===== src/hdl/aac_rtp_au_depacketizer_assert.svh =====
// Assertion macros shared by the AAC RTP depacketizer RTL.
// Expects clk and rst_n in scope where used; no other dependencies.
`ifndef AAC_RTP_AU_DEPACKETIZER_ASSERT_SVH
`define AAC_RTP_AU_DEPACKETIZER_ASSERT_SVH

// Same-cycle implication.
`define AAC_ASSERT_NOW(lbl, ante, cons, msg) \
    lbl: assert property (@(posedge clk) disable iff (!rst_n) (ante) |-> (cons)) \
        else $error(msg);

// Next-cycle implication.
`define AAC_ASSERT_NEXT(lbl, ante, cons, msg) \
    lbl: assert property (@(posedge clk) disable iff (!rst_n) (ante) |=> (cons)) \
        else $error(msg);

`endif


===== src/hdl/aac_pkg.sv =====
// Shared constants and types for the AAC RTP access-unit depacketizer.
// No dependencies.
package aac_pkg;

    localparam int MAX_AU   = 64;
    localparam int ADTS_LEN = 7;
    localparam int STEP_MAX = 100;

    localparam int STAMP_W = 32;
    localparam int SIZE_W  = 13;
    localparam int FLEN_W  = 14;
    localparam int CNT_W   = $clog2(MAX_AU + 1);
    localparam int SLOT_AW = $clog2(MAX_AU);
    localparam int POS_W   = $clog2(2 * MAX_AU + 3);
    localparam int STEP_W  = $clog2(STEP_MAX + 1);
    localparam int LIM_W   = CNT_W + STEP_W;

    localparam logic [FLEN_W-1:0] FLEN_MAX  = '1;
    localparam logic [7:0]        LEAD_SYNC = 8'hFF;
    localparam logic [7:0]        LEAD_MASK = 8'hF0;

    typedef struct packed {
        logic               start;
        logic [STAMP_W-1:0] diff;
        logic [CNT_W-1:0]   count;
    } div_req_t;

    typedef struct packed {
        logic              done;
        logic [STEP_W-1:0] step;
    } div_rsp_t;

endpackage


===== src/hdl/aac_step_div.sv =====
// Iterative divider for the per-AU DTS increment: step = diff / count,
// zero when diff is negative or the quotient exceeds STEP_MAX. Uses aac_pkg.
module aac_step_div (
    input  logic              clk,
    input  logic              rst_n,
    input  aac_pkg::div_req_t req,
    output aac_pkg::div_rsp_t rsp
);
    import aac_pkg::*;

    localparam int BIT_W = $clog2(STEP_W);

    typedef enum logic [1:0] {D_IDLE, D_CHECK, D_RUN} dstate_t;

    dstate_t             state_reg, state_next;
    logic                done_reg, done_next;
    logic [BIT_W-1:0]    bit_reg, bit_next;
    logic [STAMP_W-1:0]  diff_reg, diff_next;
    logic [CNT_W-1:0]    cnt_reg, cnt_next;
    logic [LIM_W-1:0]    rem_reg, rem_next;
    logic [STEP_W-1:0]   quo_reg, quo_next;
    logic [LIM_W-1:0]    limit;
    logic [LIM_W-1:0]    trial;

    // quotient exceeds STEP_MAX exactly when diff >= count * (STEP_MAX + 1)
    assign limit = LIM_W'(cnt_reg) * LIM_W'(STEP_MAX + 1);
    assign trial = LIM_W'(cnt_reg) << bit_reg;

    always_comb
    begin
        state_next = state_reg;
        done_next  = 1'b0;
        bit_next   = bit_reg;
        diff_next  = diff_reg;
        cnt_next   = cnt_reg;
        rem_next   = rem_reg;
        quo_next   = quo_reg;
        unique case (state_reg)
            D_IDLE:
            begin
                if (req.start)
                begin
                    diff_next  = req.diff;
                    cnt_next   = req.count;
                    state_next = D_CHECK;
                end
            end
            D_CHECK:
            begin
                quo_next = '0;
                if (diff_reg[STAMP_W-1] || (diff_reg >= STAMP_W'(limit)))
                begin
                    done_next  = 1'b1;
                    state_next = D_IDLE;
                end
                else
                begin
                    rem_next   = diff_reg[LIM_W-1:0];
                    bit_next   = BIT_W'(STEP_W - 1);
                    state_next = D_RUN;
                end
            end
            D_RUN:
            begin
                if (rem_reg >= trial)
                begin
                    rem_next          = rem_reg - trial;
                    quo_next[bit_reg] = 1'b1;
                end
                if (bit_reg == '0)
                begin
                    done_next  = 1'b1;
                    state_next = D_IDLE;
                end
                else
                begin
                    bit_next = bit_reg - 1'b1;
                end
            end
            default:
            begin
                state_next = D_IDLE;
            end
        endcase
    end

    always_ff @(posedge clk or negedge rst_n)
    begin
        if (!rst_n)
        begin
            state_reg <= D_IDLE;
            done_reg  <= 1'b0;
            bit_reg   <= '0;
        end
        else
        begin
            state_reg <= state_next;
            done_reg  <= done_next;
            bit_reg   <= bit_next;
        end
    end

    always_ff @(posedge clk)
    begin
        diff_reg <= diff_next;
        cnt_reg  <= cnt_next;
        rem_reg  <= rem_next;
        quo_reg  <= quo_next;
    end

    assign rsp.done = done_reg;
    assign rsp.step = quo_reg;

endmodule


===== src/hdl/aac_rtp_au_depacketizer.sv =====
// AAC RTP (high-bit-rate AU header mode) depacketizer, top level.
// Uses aac_pkg, aac_step_div and the assertion macro header.
//
// Input channel: one RTP payload byte per transaction (payload_byte) with
// packet_first / packet_last marks; packet_stamp_ms is sampled on the first
// byte. A transaction completes when in_valid is high and in_stall is low.
// Output channel: one transaction per AU data byte (frame_byte). frame_end
// marks the last byte of a completed frame; frame_dts and adts_prefix are
// meaningful only then and read 0 otherwise.
// Each byte is taken into an input register, and the next cycle processes it
// against the AU size that was read from the size memory (separate write and
// read ports) in the accept cycle; no new byte is taken until it is processed.
// The byte that completes the AU header area also holds off the next byte
// while the iterative step divider runs (one quotient bit per cycle); the wait
// is shorter when the step is forced to zero by the range check.
// Each data byte passes from the input register to the output register, where
// it is presented; a full output keeps it waiting in the input register.
// A stalled output keeps its transaction; the block still takes the next byte
// and only waits if that byte also produces an output.
// Reset clears all parse, frame and stamp state; the size memory is not
// cleared, as every entry is written from the AU headers before it is read.
module aac_rtp_au_depacketizer (
    input  logic                        clk,
    input  logic                        rst_n,
    input  logic                        in_valid,
    output logic                        in_stall,
    input  logic [7:0]                  payload_byte,
    input  logic                        packet_first,
    input  logic                        packet_last,
    input  logic [aac_pkg::STAMP_W-1:0] packet_stamp_ms,
    output logic                        out_valid,
    input  logic                        out_stall,
    output logic [7:0]                  frame_byte,
    output logic                        frame_end,
    output logic [aac_pkg::STAMP_W-1:0] frame_dts,
    output logic                        adts_prefix
);
    import aac_pkg::*;

    `include "aac_rtp_au_depacketizer_assert.svh"

    localparam int DTS_PW = CNT_W + STEP_W;

    typedef enum logic [1:0] {S_IDLE, S_EXEC, S_DIV} state_t;

    state_t              state_reg, state_next;
    logic [POS_W-1:0]    bpos_reg, bpos_next;
    logic [7:0]          hi_reg, hi_next;
    logic [CNT_W-1:0]    count_reg, count_next;
    logic [CNT_W-1:0]    slot_reg, slot_next;
    logic [SIZE_W-1:0]   taken_reg, taken_next;
    logic [FLEN_W-1:0]   flen_reg, flen_next;
    logic [15:0]         lead_reg, lead_next;
    logic [STAMP_W-1:0]  prev_reg, prev_next;
    logic [STAMP_W-1:0]  cur_reg, cur_next;
    logic [STEP_W-1:0]   step_reg, step_next;
    logic                skip_reg, skip_next;
    logic                out_valid_reg, out_valid_next;

    // accepted input transaction
    logic [7:0]          x_byte_reg;
    logic                x_first_reg;
    logic                x_last_reg;
    logic [STAMP_W-1:0]  x_stamp_reg;

    // output transaction payload
    logic [7:0]          o_byte_reg;
    logic                o_end_reg;
    logic [STAMP_W-1:0]  o_dts_reg;
    logic                o_adts_reg;

    // AU size memory
    logic [SIZE_W-1:0]   size_mem [MAX_AU];
    logic [SIZE_W-1:0]   size_rdata_reg;
    logic                mem_we;
    logic [SLOT_AW-1:0]  mem_waddr;
    logic [SIZE_W-1:0]   mem_wdata;
    logic                accept;

    aac_pkg::div_req_t   div_req;
    aac_pkg::div_rsp_t   div_rsp;

    // datapath terms
    logic [POS_W-1:0]    hend;
    logic [POS_W-1:0]    hoff;
    logic [POS_W-1:0]    bpos_inc;
    logic [15:0]         hword;
    logic [11:0]         hcount;
    logic                hcount_bad;
    logic [STAMP_W-1:0]  prev_seed;
    logic                data_phase;
    logic                produce;
    logic                out_busy;
    logic                out_load;
    logic [FLEN_W-1:0]   flen_inc;
    logic [15:0]         lead_upd;
    logic [SIZE_W-1:0]   taken_inc;
    logic [CNT_W-1:0]    slot_inc;
    logic                slot_close;
    logic                frame_done;
    logic [DTS_PW-1:0]   dts_off;
    logic [STAMP_W-1:0]  dts;
    logic                adts;

    assign accept   = in_valid && !in_stall;
    assign in_stall = (state_reg != S_IDLE);

    assign hend       = POS_W'(2) + POS_W'({count_reg, 1'b0});
    assign hoff       = bpos_reg - POS_W'(2);
    assign bpos_inc   = bpos_reg + 1'b1;
    assign hword      = {hi_reg, x_byte_reg};
    assign hcount     = hword[15:4];
    assign hcount_bad = (hcount == '0) || (hcount > 12'(MAX_AU));
    assign prev_seed  = (prev_reg == '0) ? cur_reg : prev_reg;

    assign data_phase = !x_first_reg && (bpos_reg > POS_W'(1)) && (count_reg != '0)
                        && (bpos_reg >= hend);
    assign produce    = data_phase && !skip_reg && (slot_reg < count_reg)
                        && (size_rdata_reg != '0);
    assign out_busy   = out_valid_reg && out_stall;

    assign flen_inc   = (flen_reg != FLEN_MAX) ? flen_reg + 1'b1 : flen_reg;
    assign taken_inc  = taken_reg + 1'b1;
    assign slot_inc   = slot_reg + 1'b1;
    assign slot_close = (taken_inc >= size_rdata_reg) || x_last_reg;
    assign frame_done = slot_close && (flen_inc >= FLEN_W'(size_rdata_reg));
    assign dts_off    = DTS_PW'(slot_reg) * DTS_PW'(step_reg);
    assign dts        = prev_reg + STAMP_W'(dts_off);
    assign adts       = (lead_upd[15:8] == LEAD_SYNC)
                        && ((lead_upd[7:0] & LEAD_MASK) == LEAD_MASK)
                        && (flen_inc > FLEN_W'(ADTS_LEN));

    always_comb
    begin
        if (flen_reg == '0)
        begin
            lead_upd = {x_byte_reg, 8'h00};
        end
        else if (flen_reg == FLEN_W'(1))
        begin
            lead_upd = {lead_reg[15:8], x_byte_reg};
        end
        else
        begin
            lead_upd = lead_reg;
        end
    end

    always_comb
    begin
        state_next    = state_reg;
        bpos_next     = bpos_reg;
        hi_next       = hi_reg;
        count_next    = count_reg;
        slot_next     = slot_reg;
        taken_next    = taken_reg;
        flen_next     = flen_reg;
        lead_next     = lead_reg;
        prev_next     = prev_reg;
        cur_next      = cur_reg;
        step_next     = step_reg;
        skip_next     = skip_reg;
        mem_we        = 1'b0;
        mem_waddr     = hoff[SLOT_AW:1];
        mem_wdata     = hword[15:3];
        div_req.start = 1'b0;
        div_req.diff  = cur_reg - prev_seed;
        div_req.count = count_reg;
        out_load      = 1'b0;

        unique case (state_reg)
            S_IDLE:
            begin
                if (in_valid)
                begin
                    state_next = S_EXEC;
                end
            end
            S_EXEC:
            begin
                if (x_first_reg)
                begin
                    bpos_next  = x_last_reg ? '0 : POS_W'(1);
                    hi_next    = x_byte_reg;
                    cur_next   = x_stamp_reg;
                    skip_next  = 1'b0;
                    count_next = '0;
                    slot_next  = '0;
                    taken_next = '0;
                    state_next = S_IDLE;
                end
                else if (bpos_reg == '0)
                begin
                    // stray byte outside a packet
                    state_next = S_IDLE;
                end
                else if (bpos_reg == POS_W'(1))
                begin
                    if (hcount_bad)
                    begin
                        skip_next  = 1'b1;
                        count_next = '0;
                    end
                    else
                    begin
                        count_next = CNT_W'(hcount);
                    end
                    bpos_next  = x_last_reg ? '0 : POS_W'(2);
                    state_next = S_IDLE;
                end
                else if (count_reg == '0)
                begin
                    if (x_last_reg)
                    begin
                        bpos_next = '0;
                    end
                    state_next = S_IDLE;
                end
                else if (bpos_reg < hend)
                begin
                    if (!hoff[0])
                    begin
                        hi_next = x_byte_reg;
                    end
                    else
                    begin
                        mem_we = 1'b1;
                    end
                    bpos_next  = bpos_inc;
                    state_next = S_IDLE;
                    if (bpos_inc == hend)
                    begin
                        prev_next     = prev_seed;
                        div_req.start = 1'b1;
                        state_next    = S_DIV;
                    end
                    if (x_last_reg)
                    begin
                        if (bpos_inc == hend)
                        begin
                            prev_next = cur_reg;
                        end
                        bpos_next = '0;
                    end
                end
                else if (!(produce && out_busy))
                begin
                    // AU data byte; holds here while the output is full
                    if (!skip_reg && (slot_reg < count_reg))
                    begin
                        if (size_rdata_reg == '0)
                        begin
                            skip_next = 1'b1;
                        end
                        else
                        begin
                            out_load   = 1'b1;
                            lead_next  = lead_upd;
                            flen_next  = flen_inc;
                            taken_next = taken_inc;
                            if (slot_close)
                            begin
                                if (frame_done)
                                begin
                                    flen_next = '0;
                                    lead_next = '0;
                                end
                                slot_next  = slot_inc;
                                taken_next = '0;
                                if (slot_inc >= count_reg)
                                begin
                                    skip_next = 1'b1;
                                end
                            end
                        end
                    end
                    if (x_last_reg)
                    begin
                        prev_next = cur_reg;
                        bpos_next = '0;
                    end
                    state_next = S_IDLE;
                end
            end
            S_DIV:
            begin
                if (div_rsp.done)
                begin
                    step_next  = div_rsp.step;
                    state_next = S_IDLE;
                end
            end
            default:
            begin
                state_next = S_IDLE;
            end
        endcase

        if (out_load)
        begin
            out_valid_next = 1'b1;
        end
        else if (!out_stall)
        begin
            out_valid_next = 1'b0;
        end
        else
        begin
            out_valid_next = out_valid_reg;
        end
    end

    always_ff @(posedge clk or negedge rst_n)
    begin
        if (!rst_n)
        begin
            state_reg     <= S_IDLE;
            bpos_reg      <= '0;
            hi_reg        <= '0;
            count_reg     <= '0;
            slot_reg      <= '0;
            taken_reg     <= '0;
            flen_reg      <= '0;
            lead_reg      <= '0;
            prev_reg      <= '0;
            cur_reg       <= '0;
            step_reg      <= '0;
            skip_reg      <= 1'b0;
            out_valid_reg <= 1'b0;
        end
        else
        begin
            state_reg     <= state_next;
            bpos_reg      <= bpos_next;
            hi_reg        <= hi_next;
            count_reg     <= count_next;
            slot_reg      <= slot_next;
            taken_reg     <= taken_next;
            flen_reg      <= flen_next;
            lead_reg      <= lead_next;
            prev_reg      <= prev_next;
            cur_reg       <= cur_next;
            step_reg      <= step_next;
            skip_reg      <= skip_next;
            out_valid_reg <= out_valid_next;
        end
    end

    always_ff @(posedge clk)
    begin
        if (accept)
        begin
            x_byte_reg  <= payload_byte;
            x_first_reg <= packet_first;
            x_last_reg  <= packet_last;
            x_stamp_reg <= packet_stamp_ms;
        end
        if (out_load)
        begin
            o_byte_reg <= x_byte_reg;
            o_end_reg  <= frame_done;
            o_dts_reg  <= frame_done ? dts : '0;
            o_adts_reg <= frame_done && adts;
        end
    end

    // size memory: header bytes write, accept cycle reads the current slot
    always_ff @(posedge clk)
    begin
        if (mem_we)
        begin
            size_mem[mem_waddr] <= mem_wdata;
        end
    end

    always_ff @(posedge clk)
    begin
        if (accept)
        begin
            size_rdata_reg <= size_mem[slot_reg[SLOT_AW-1:0]];
        end
    end

    aac_step_div u_step_div (
        .clk   (clk),
        .rst_n (rst_n),
        .req   (div_req),
        .rsp   (div_rsp)
    );

    assign out_valid   = out_valid_reg;
    assign frame_byte  = o_byte_reg;
    assign frame_end   = o_end_reg;
    assign frame_dts   = o_dts_reg;
    assign adts_prefix = o_adts_reg;

    `AAC_ASSERT_NEXT(a_accept_to_exec, accept, state_reg == S_EXEC, "accepted byte not processed")
    `AAC_ASSERT_NOW(a_div_done_in_wait, div_rsp.done, state_reg == S_DIV, "step result outside wait")
    `AAC_ASSERT_NOW(a_slot_bound, 1'b1, slot_reg <= count_reg, "slot index beyond AU count")
    `AAC_ASSERT_NOW(a_pos_bound, 1'b1, bpos_reg <= hend, "parse position beyond header end")

endmodule

===== config.mk =====
export PLATFORM = sky130hd
export DESIGN_NAME = aac_rtp_au_depacketizer
export DESIGN_NICKNAME = d
export VERILOG_FILES = /design/src/hdl/aac_pkg.sv /design/src/hdl/aac_step_div.sv /design/src/hdl/aac_rtp_au_depacketizer.sv
export VERILOG_INCLUDE_DIRS = /design/src /design/src/hdl
export SDC_FILE = /design/constraint.sdc
export NUM_CORES = 2
export LEC_CHECK = 0
export ABC_CLOCK_PERIOD_IN_PS = 6200
export BUFFER_PORTS_ARGS = -buffer_cell sky130_fd_sc_hd__buf_4
export CAP_MARGIN = 20
export CORE_ASPECT_RATIO = 1.5
export CORE_MARGIN = 3
export CORE_UTILIZATION = 55
export DETAILED_ROUTE_END_ITERATION = 6
export GPL_TIMING_DRIVEN = 0
export PLACE_DENSITY = 0.74
export SLEW_MARGIN = 20
export SYNTH_ARGS = -nofsm -noshare
export SYNTH_HDL_FRONTEND = slang
export SYNTH_SLANG_ARGS = --single-unit

===== constraint.sdc =====
create_clock -name clk -period 6.2 [get_ports clk]
set_input_delay 1.24 -clock clk [delete_from_list [all_inputs] [get_ports clk]]
set_output_delay 1.24 -clock clk [all_outputs]
set_load 0.01 [all_outputs]

**Word-level counts from Yosys, hierarchy flattened**

Memories as Yosys holds them, arrays and structs flattened. A register that Yosys moved wholly into a read port is not among the register bits.
Cells that the tools add are included.

- $lt $le $gt $ge: 13
- Multipliers: 2
- Shifts and indexed selects: 1
- Reductions and logical operators: 58
- Eq/ne operators: 32
- Mux-type cells: 117
- Add/sub/neg operators: 10
- Bitwise gates (word level): 8

Operators by type and width:

| kind | number |
|---|---|
| 32-bit two-way mux | 7 |
| 8-bit two-way mux | 15 |
| 13-bit two-way mux | 9 |
| 7-bit two-way mux | 14 |
| 14-bit two-way mux | 5 |
| 16-bit two-way mux | 3 |
| 1-bit two-way mux | 42 |
| 32-bit by 14-bit adder with 32-bit output | 1 |
| 32-bit by 14-bit >= comparator with 1-bit output | 1 |
| 32-bit logical NOT | 1 |
| 32-bit subtractor | 1 |
| 14-bit case mux with 2 select lines | 1 |
| 9-bit AND reduction | 3 |
| 2-bit two-way mux | 13 |
| 2-bit != test, second input constant | 12 |
| 1-bit logical AND | 15 |
| 3-bit AND reduction | 5 |
| 14-bit by 1-bit adder with 14-bit output, second input constant | 1 |
| 14-bit by 1-bit == test with 1-bit output, second input constant | 1 |
| 14-bit by 13-bit >= comparator with 1-bit output | 1 |
| 14-bit >= comparator | 1 |
| 14-bit by 3-bit greater-than comparator with 1-bit output, second input constant | 1 |
| 14-bit logical NOT | 1 |
| 7-bit by 7-bit multiplier with 14-bit output | 1 |
| 54 further kinds | 86 |

- RAM bits: 832
- Bits in registers: 298
- Output and inout port bits: 44
- Input bits: 46
- Word-level logic and storage cells: 270
- Memories: 1

Memories:

| memory | depth | width | rd ports | clocked after Yosys merged registers in | write ports | RTL line | RTL |
|---|---|---|---|---|---|---|---|
| size_mem | 64 | 13 | 1 | 1 | 1 | aac_rtp_au_depacketizer.sv:73 | `logic [SIZE_W-1:0] size_mem [MAX_AU];` |

**Logic depth before layout (Yosys ltp)**

- Depth after elaboration: 16
- Mapped depth: 24

**Modules after synthesis**

Synthesis repeated with hierarchy kept, for this count alone.

- Cells, all modules: 3,582
- Area, all modules: 52,472.8 um^2

By module, submodules not included:

| module | instances | cells an instance | area an instance (um^2) |
|---|---|---|---|
| aac_rtp_au_depacketizer | 1 | 3,150 | 47,828.4 |
| aac_step_div | 1 | 432 | 4,644.5 |

**Worst setup path after synthesis**

No wires, ideal clock.

- Path type: reg2reg
- Start point: register slot_reg[0]
- End point: register o_dts_reg[19] (netlist: frame_dts[19]), data pin
- Period minus slack after synthesis: 6.105 ns
- Arrival: 5.839 ns
- Buffers on the path: 5
- Stages on the path, launching flop included: 24
- Library setup time: 0.266 ns
- Path slack: 0.095 ns
- Required time: 5.934 ns
- Cell sequence: dfrtp_1 > buf_2 > clkbuf_1 > buf_1 > buf_2 > clkbuf_1 > nand2_1 > fa_1 > fa_1 > inv_1 > fa_1 > inv_1 > fa_1 > inv_1 > ha_1 > nand3_1 > o211ai_1 > o211ai_1 > a21oi_1 > nor3_1 > nor4b_2 > nand3_1 > xor2_1 > nor2_1

- Word-level cells in the longest chain between the ends: 2

Ends and longest elaborated chain:

| element | RTL line | RTL |
|---|---|---|
| start: declaration | aac_rtp_au_depacketizer.sv:50 | `logic [CNT_W-1:0] slot_reg, slot_next;` |
| start signal: assignment | aac_rtp_au_depacketizer.sv:337 | `slot_reg <= slot_next;` |
| 7-bit by 7-bit multiplier with 14-bit output | aac_rtp_au_depacketizer.sv:127 | `assign dts_off = DTS_PW'(slot_reg) * DTS_PW'(step_reg);` |
| 32-bit by 14-bit adder with 32-bit output | aac_rtp_au_depacketizer.sv:128 | `assign dts = prev_reg + STAMP_W'(dts_off);` |
| end signal: assignment | aac_rtp_au_depacketizer.sv:362 | `o_dts_reg <= frame_done ? dts : '0;` |
| end: declaration | aac_rtp_au_depacketizer.sv:69 | `logic [STAMP_W-1:0] o_dts_reg;` |

Every way passes these cells.
A chain may end at the register's enable or synchronous reset.

**Worst setup path in the final report**

- Start point: register slot_reg[0]
- End point: register o_dts_reg[26] (netlist: frame_dts[26]), data pin

Same word-level chain as after synthesis.

==> results.json <==
{
  "worstPathArrival_ps": 6360,
  "maxSlewViolCount": 0,
  "worstSetupEndpointType": "flip-flop",
  "grt.total_usage": 0.271,
  "drtIter0Drc": 3022,
  "worst_slew_pin_slew_ps": 1140,
  "stdcell_area_sq_um": 58400,
  "synth_warnings": 0,
  "tritoncts": "built",
  "yosysSeqAreaShare": 0.644,
  "nets": 4078,
  "clk_path_buf_depth": 3,
  "synth_top_cell_area_share": 0.572,
  "crit_path_frequent_cell": "fa_1",
  "regMostFlops": "size_mem",
  "antenna_cells": 0,
  "cap_violations": 0,
  "die_y_um": 382,
  "htreeDepth": 3,
  "clock.fmax_mhz": 169,
  "area_growth_pct": 12.4,
  "cp-start-kind": "flip-flop",
  "cts.sinks": 1139,
  "first_pass_iters": 7,
  "rows": 137,
  "critical_path.top_delay_family": "adder cells",
  "critical_path_buf_inv_count": 4,
  "layout-drive-gt1-share": 0.155,
  "synth_cell_types": 73,
  "coreArea_sq_um": 93200,
  "first_global_vias": 31827,
  "wirelength_um": 133000,
  "insertion_delay_ps": 730,
  "ff2ff_setup_slack_ps": 270,
  "crit_chain": "buf_4 -> buf_4 -> buf_6 -> nand2_1 -> fa_1 -> fa_1 -> fa_1 -> fa_1 -> inv_1 -> ha_1 -> o21ai_0 -> a21boi_0 -> nand3_1 -> a21oi_1 -> nor3_1 -> o31ai_4 -> nand4_1 -> xor2_1 -> nor2_1",
  "synthesis.nets": 3859,
  "min_period_ps": 5930,
  "fin_crit_sh": 0.956,
  "hp-class": "input pin to async pin",
  "slew_headroom": 0.238,
  "synth_most_common_cell": "edfxtp_1",
  "ys_top_cells_by_count": "edfxtp_1, nand2_1, a21oi_1",
  "synth-seq-cells": 1139,
  "path_class": "flip-flop to flip-flop",
  "antenna_found_initial": 0,
  "antenna_left": 0,
  "ys_top_cells_by_area": "edfxtp_1, dfrtp_1, mux4_2",
  "reg2reg_depth": 19,
  "netlist_area_sq_um": 51900,
  "wl_per_cell_um": 25.9,
  "cp_slowest_cell": "fa_1",
  "place.gp.congestion": 0.933,
  "start_util": 0.557,
  "finalSetupViolCount": 0,
  "synthArstFlopShare": 0.132,
  "hold_viol": 0,
  "grt_pass1_wl_um": 198000,
  "path_clk_slew_ps": 70,
  "numCtsBuffers": 103,
  "synth_top_cell_by_area": "edfxtp_1",
  "vias": 31420,
  "power_density_nw_per_um2": 340,
  "io_buffers": 89,
  "status": "completed",
  "cts_hold_buf": 0,
  "r2r_start": "slot_reg[0]",
  "drc_errors": 0,
  "dp_hpwl_um": 95400,
  "ir_worst_vdd_uv": 266,
  "synth.avg_cell_area_sq_um": 14.5,
  "largest_reg_flops": 832,
  "die_area_sq_um": 98200,
  "cpPeakStageDelay_ps": 540,
  "seqCellArea_sq_um": 33500,
  "r2r-end": "frame_dts[26]",
  "grt_max_degree": 96,
  "multi_input_area_sq_um": 17500,
  "startpoint": "slot_reg[0]",
  "die_w_um": 257,
  "cp_num_cells": 19,
  "ys.flop_type": "edfxtp_1",
  "clock_skew_ps": 46.6,
  "crit_required_ps": 6640,
  "io_pins": 90,
  "crit_fanout": 19,
  "cts-root-buf": "clkbuf_16",
  "via_per_inst": 6.13,
  "p_total_mw": 19.8,
  "dpl_cell_area_sq_um": 54900,
  "worstSetupEndpoint": "frame_dts[26]",
  "syn-instance-count": 3570,
  "power_leakage_nw": 20.5,
  "utilization": 0.626,
  "overflow": 0,
  "rsz0062_at_grt": "no",
  "nFillCells": 6708,
  "synth-edff-count": 989
}
==> report_power, final <==
group	leakage [nW]	switching (mW)	internal [mW]
Clock	1.64	2.88	3.51
Combinational	7.88	2.57	1.54
Sequential	11.0	0.404	8.95
==> cell families (layout without fill, tap and decap cells) <==
kind of cell / after synthesis / after routing / synth area share
flops: 1139 / 1139 / 0.644
simple gates: 749 / 749 / 0.0669
compound gates: 636 / 636 / 0.0779
fa+ha+maj: 243 / 243 / 0.0645
xor+xnor: 113 / 113 / 0.0191
buf+inv: 303 / 607 / 0.0224
mux: 387 / 387 / 0.105
==> metal layers <==
layer / global-route usage / wire length [um] / up-vias / share of wire
met2: 0.474 / 67400 / 1298 / 0.51
met4: 0.201 / 11400 / 0 / 0.086
li1: - / - / 14088 / -
met3: 0.0403 / 8190 / 421 / 0.062
met5: 0 / 0 / - / 0
met1: 0.300 / 45700 / 15613 / 0.34
==> layout by cell type, fill, tap and decap left out, types with 21 or more instances in the layout <==
| master | n |
|---|---|
| o221ai_1 | 53 |
| nand2b_1 | 21 |
| mux2_2 | 99 |
| nor4_1 | 25 |
| and2_1 | 43 |
| nand2_1 | 292 |
| xor2_1 | 48 |
| mux4_2 | 117 |
| nand4_1 | 30 |
| a21o_1 | 42 |
| clkbuf_1 | 118 |
| nor3_1 | 31 |
| edfxtp_1 | 989 |
| nor2_2 | 62 |
| a22o_1 | 37 |
| buf_1 | 21 |
| fa_1 | 41 |
| o22ai_1 | 53 |
| xnor2_1 | 65 |
| mux2i_1 | 170 |
| inv_1 | 153 |
| and3_1 | 22 |
| dfrtp_1 | 141 |
| buf_4 | 96 |
| nand3_1 | 53 |
| nor2_1 | 110 |
| a21oi_1 | 206 |
| clkbuf_16 | 106 |
| o21ai_0 | 120 |
| ha_1 | 202 |
==> how the worst min path moves through the flow <==
stage | cells after the start | startpoint | endpoint
global placement | 0 | count_reg[2] | u_step_div.cnt_reg[2]
CTS | 1 | rst_n | async pin
floorplan | 2 | x_stamp_reg[10] | cur_reg[10]
detailed placement | 0 | count_reg[2] | u_step_div.cnt_reg[2]
global route | 1 | rst_n | async pin
finish | 1 | rst_n | async pin
==> layout make-up <==
type | instances | share of cell area
multi-input cells | 2128 | 0.300
flip-flops and latches | 1139 | 0.574
inverters | 154 | 0.00990
repair buffers | 120 | 0.0210
clock inverters | 60 | 0.0102
plain buffers | 143 | 0.0102
clock buffers | 130 | 0.0478
well taps | 1251 | 0.0268
==> timing repair <==
item                                    in CTS  in global routing
pin swaps                                    0                  1
endpoints found under the setup margin      27                 25
gates resized for setup                     17                 11
setup buffers                                0                  1
==> per-stage QoR <==
| step | hold slack [ps] | setup TNS [ps] | setup WS [ps] | cells |
|---|---|---|---|---|
| 6_report | 457 | 0 | 272 | 5125 |
| 5_1_grt | 465 | 0 | 24.4 | 5125 |
| 4_1_cts | 424 | 0 | 67.2 | 5122 |
| 3_5_place_dp | 429 | -41860 | -2210 | 4938 |
| 3_3_place_gp | 433 | -82250 | -2140 | 4910 |
| 2_1_floorplan | 415 | 0 | 94.9 | 3570 |
Power figures use the tool's default switching activity.
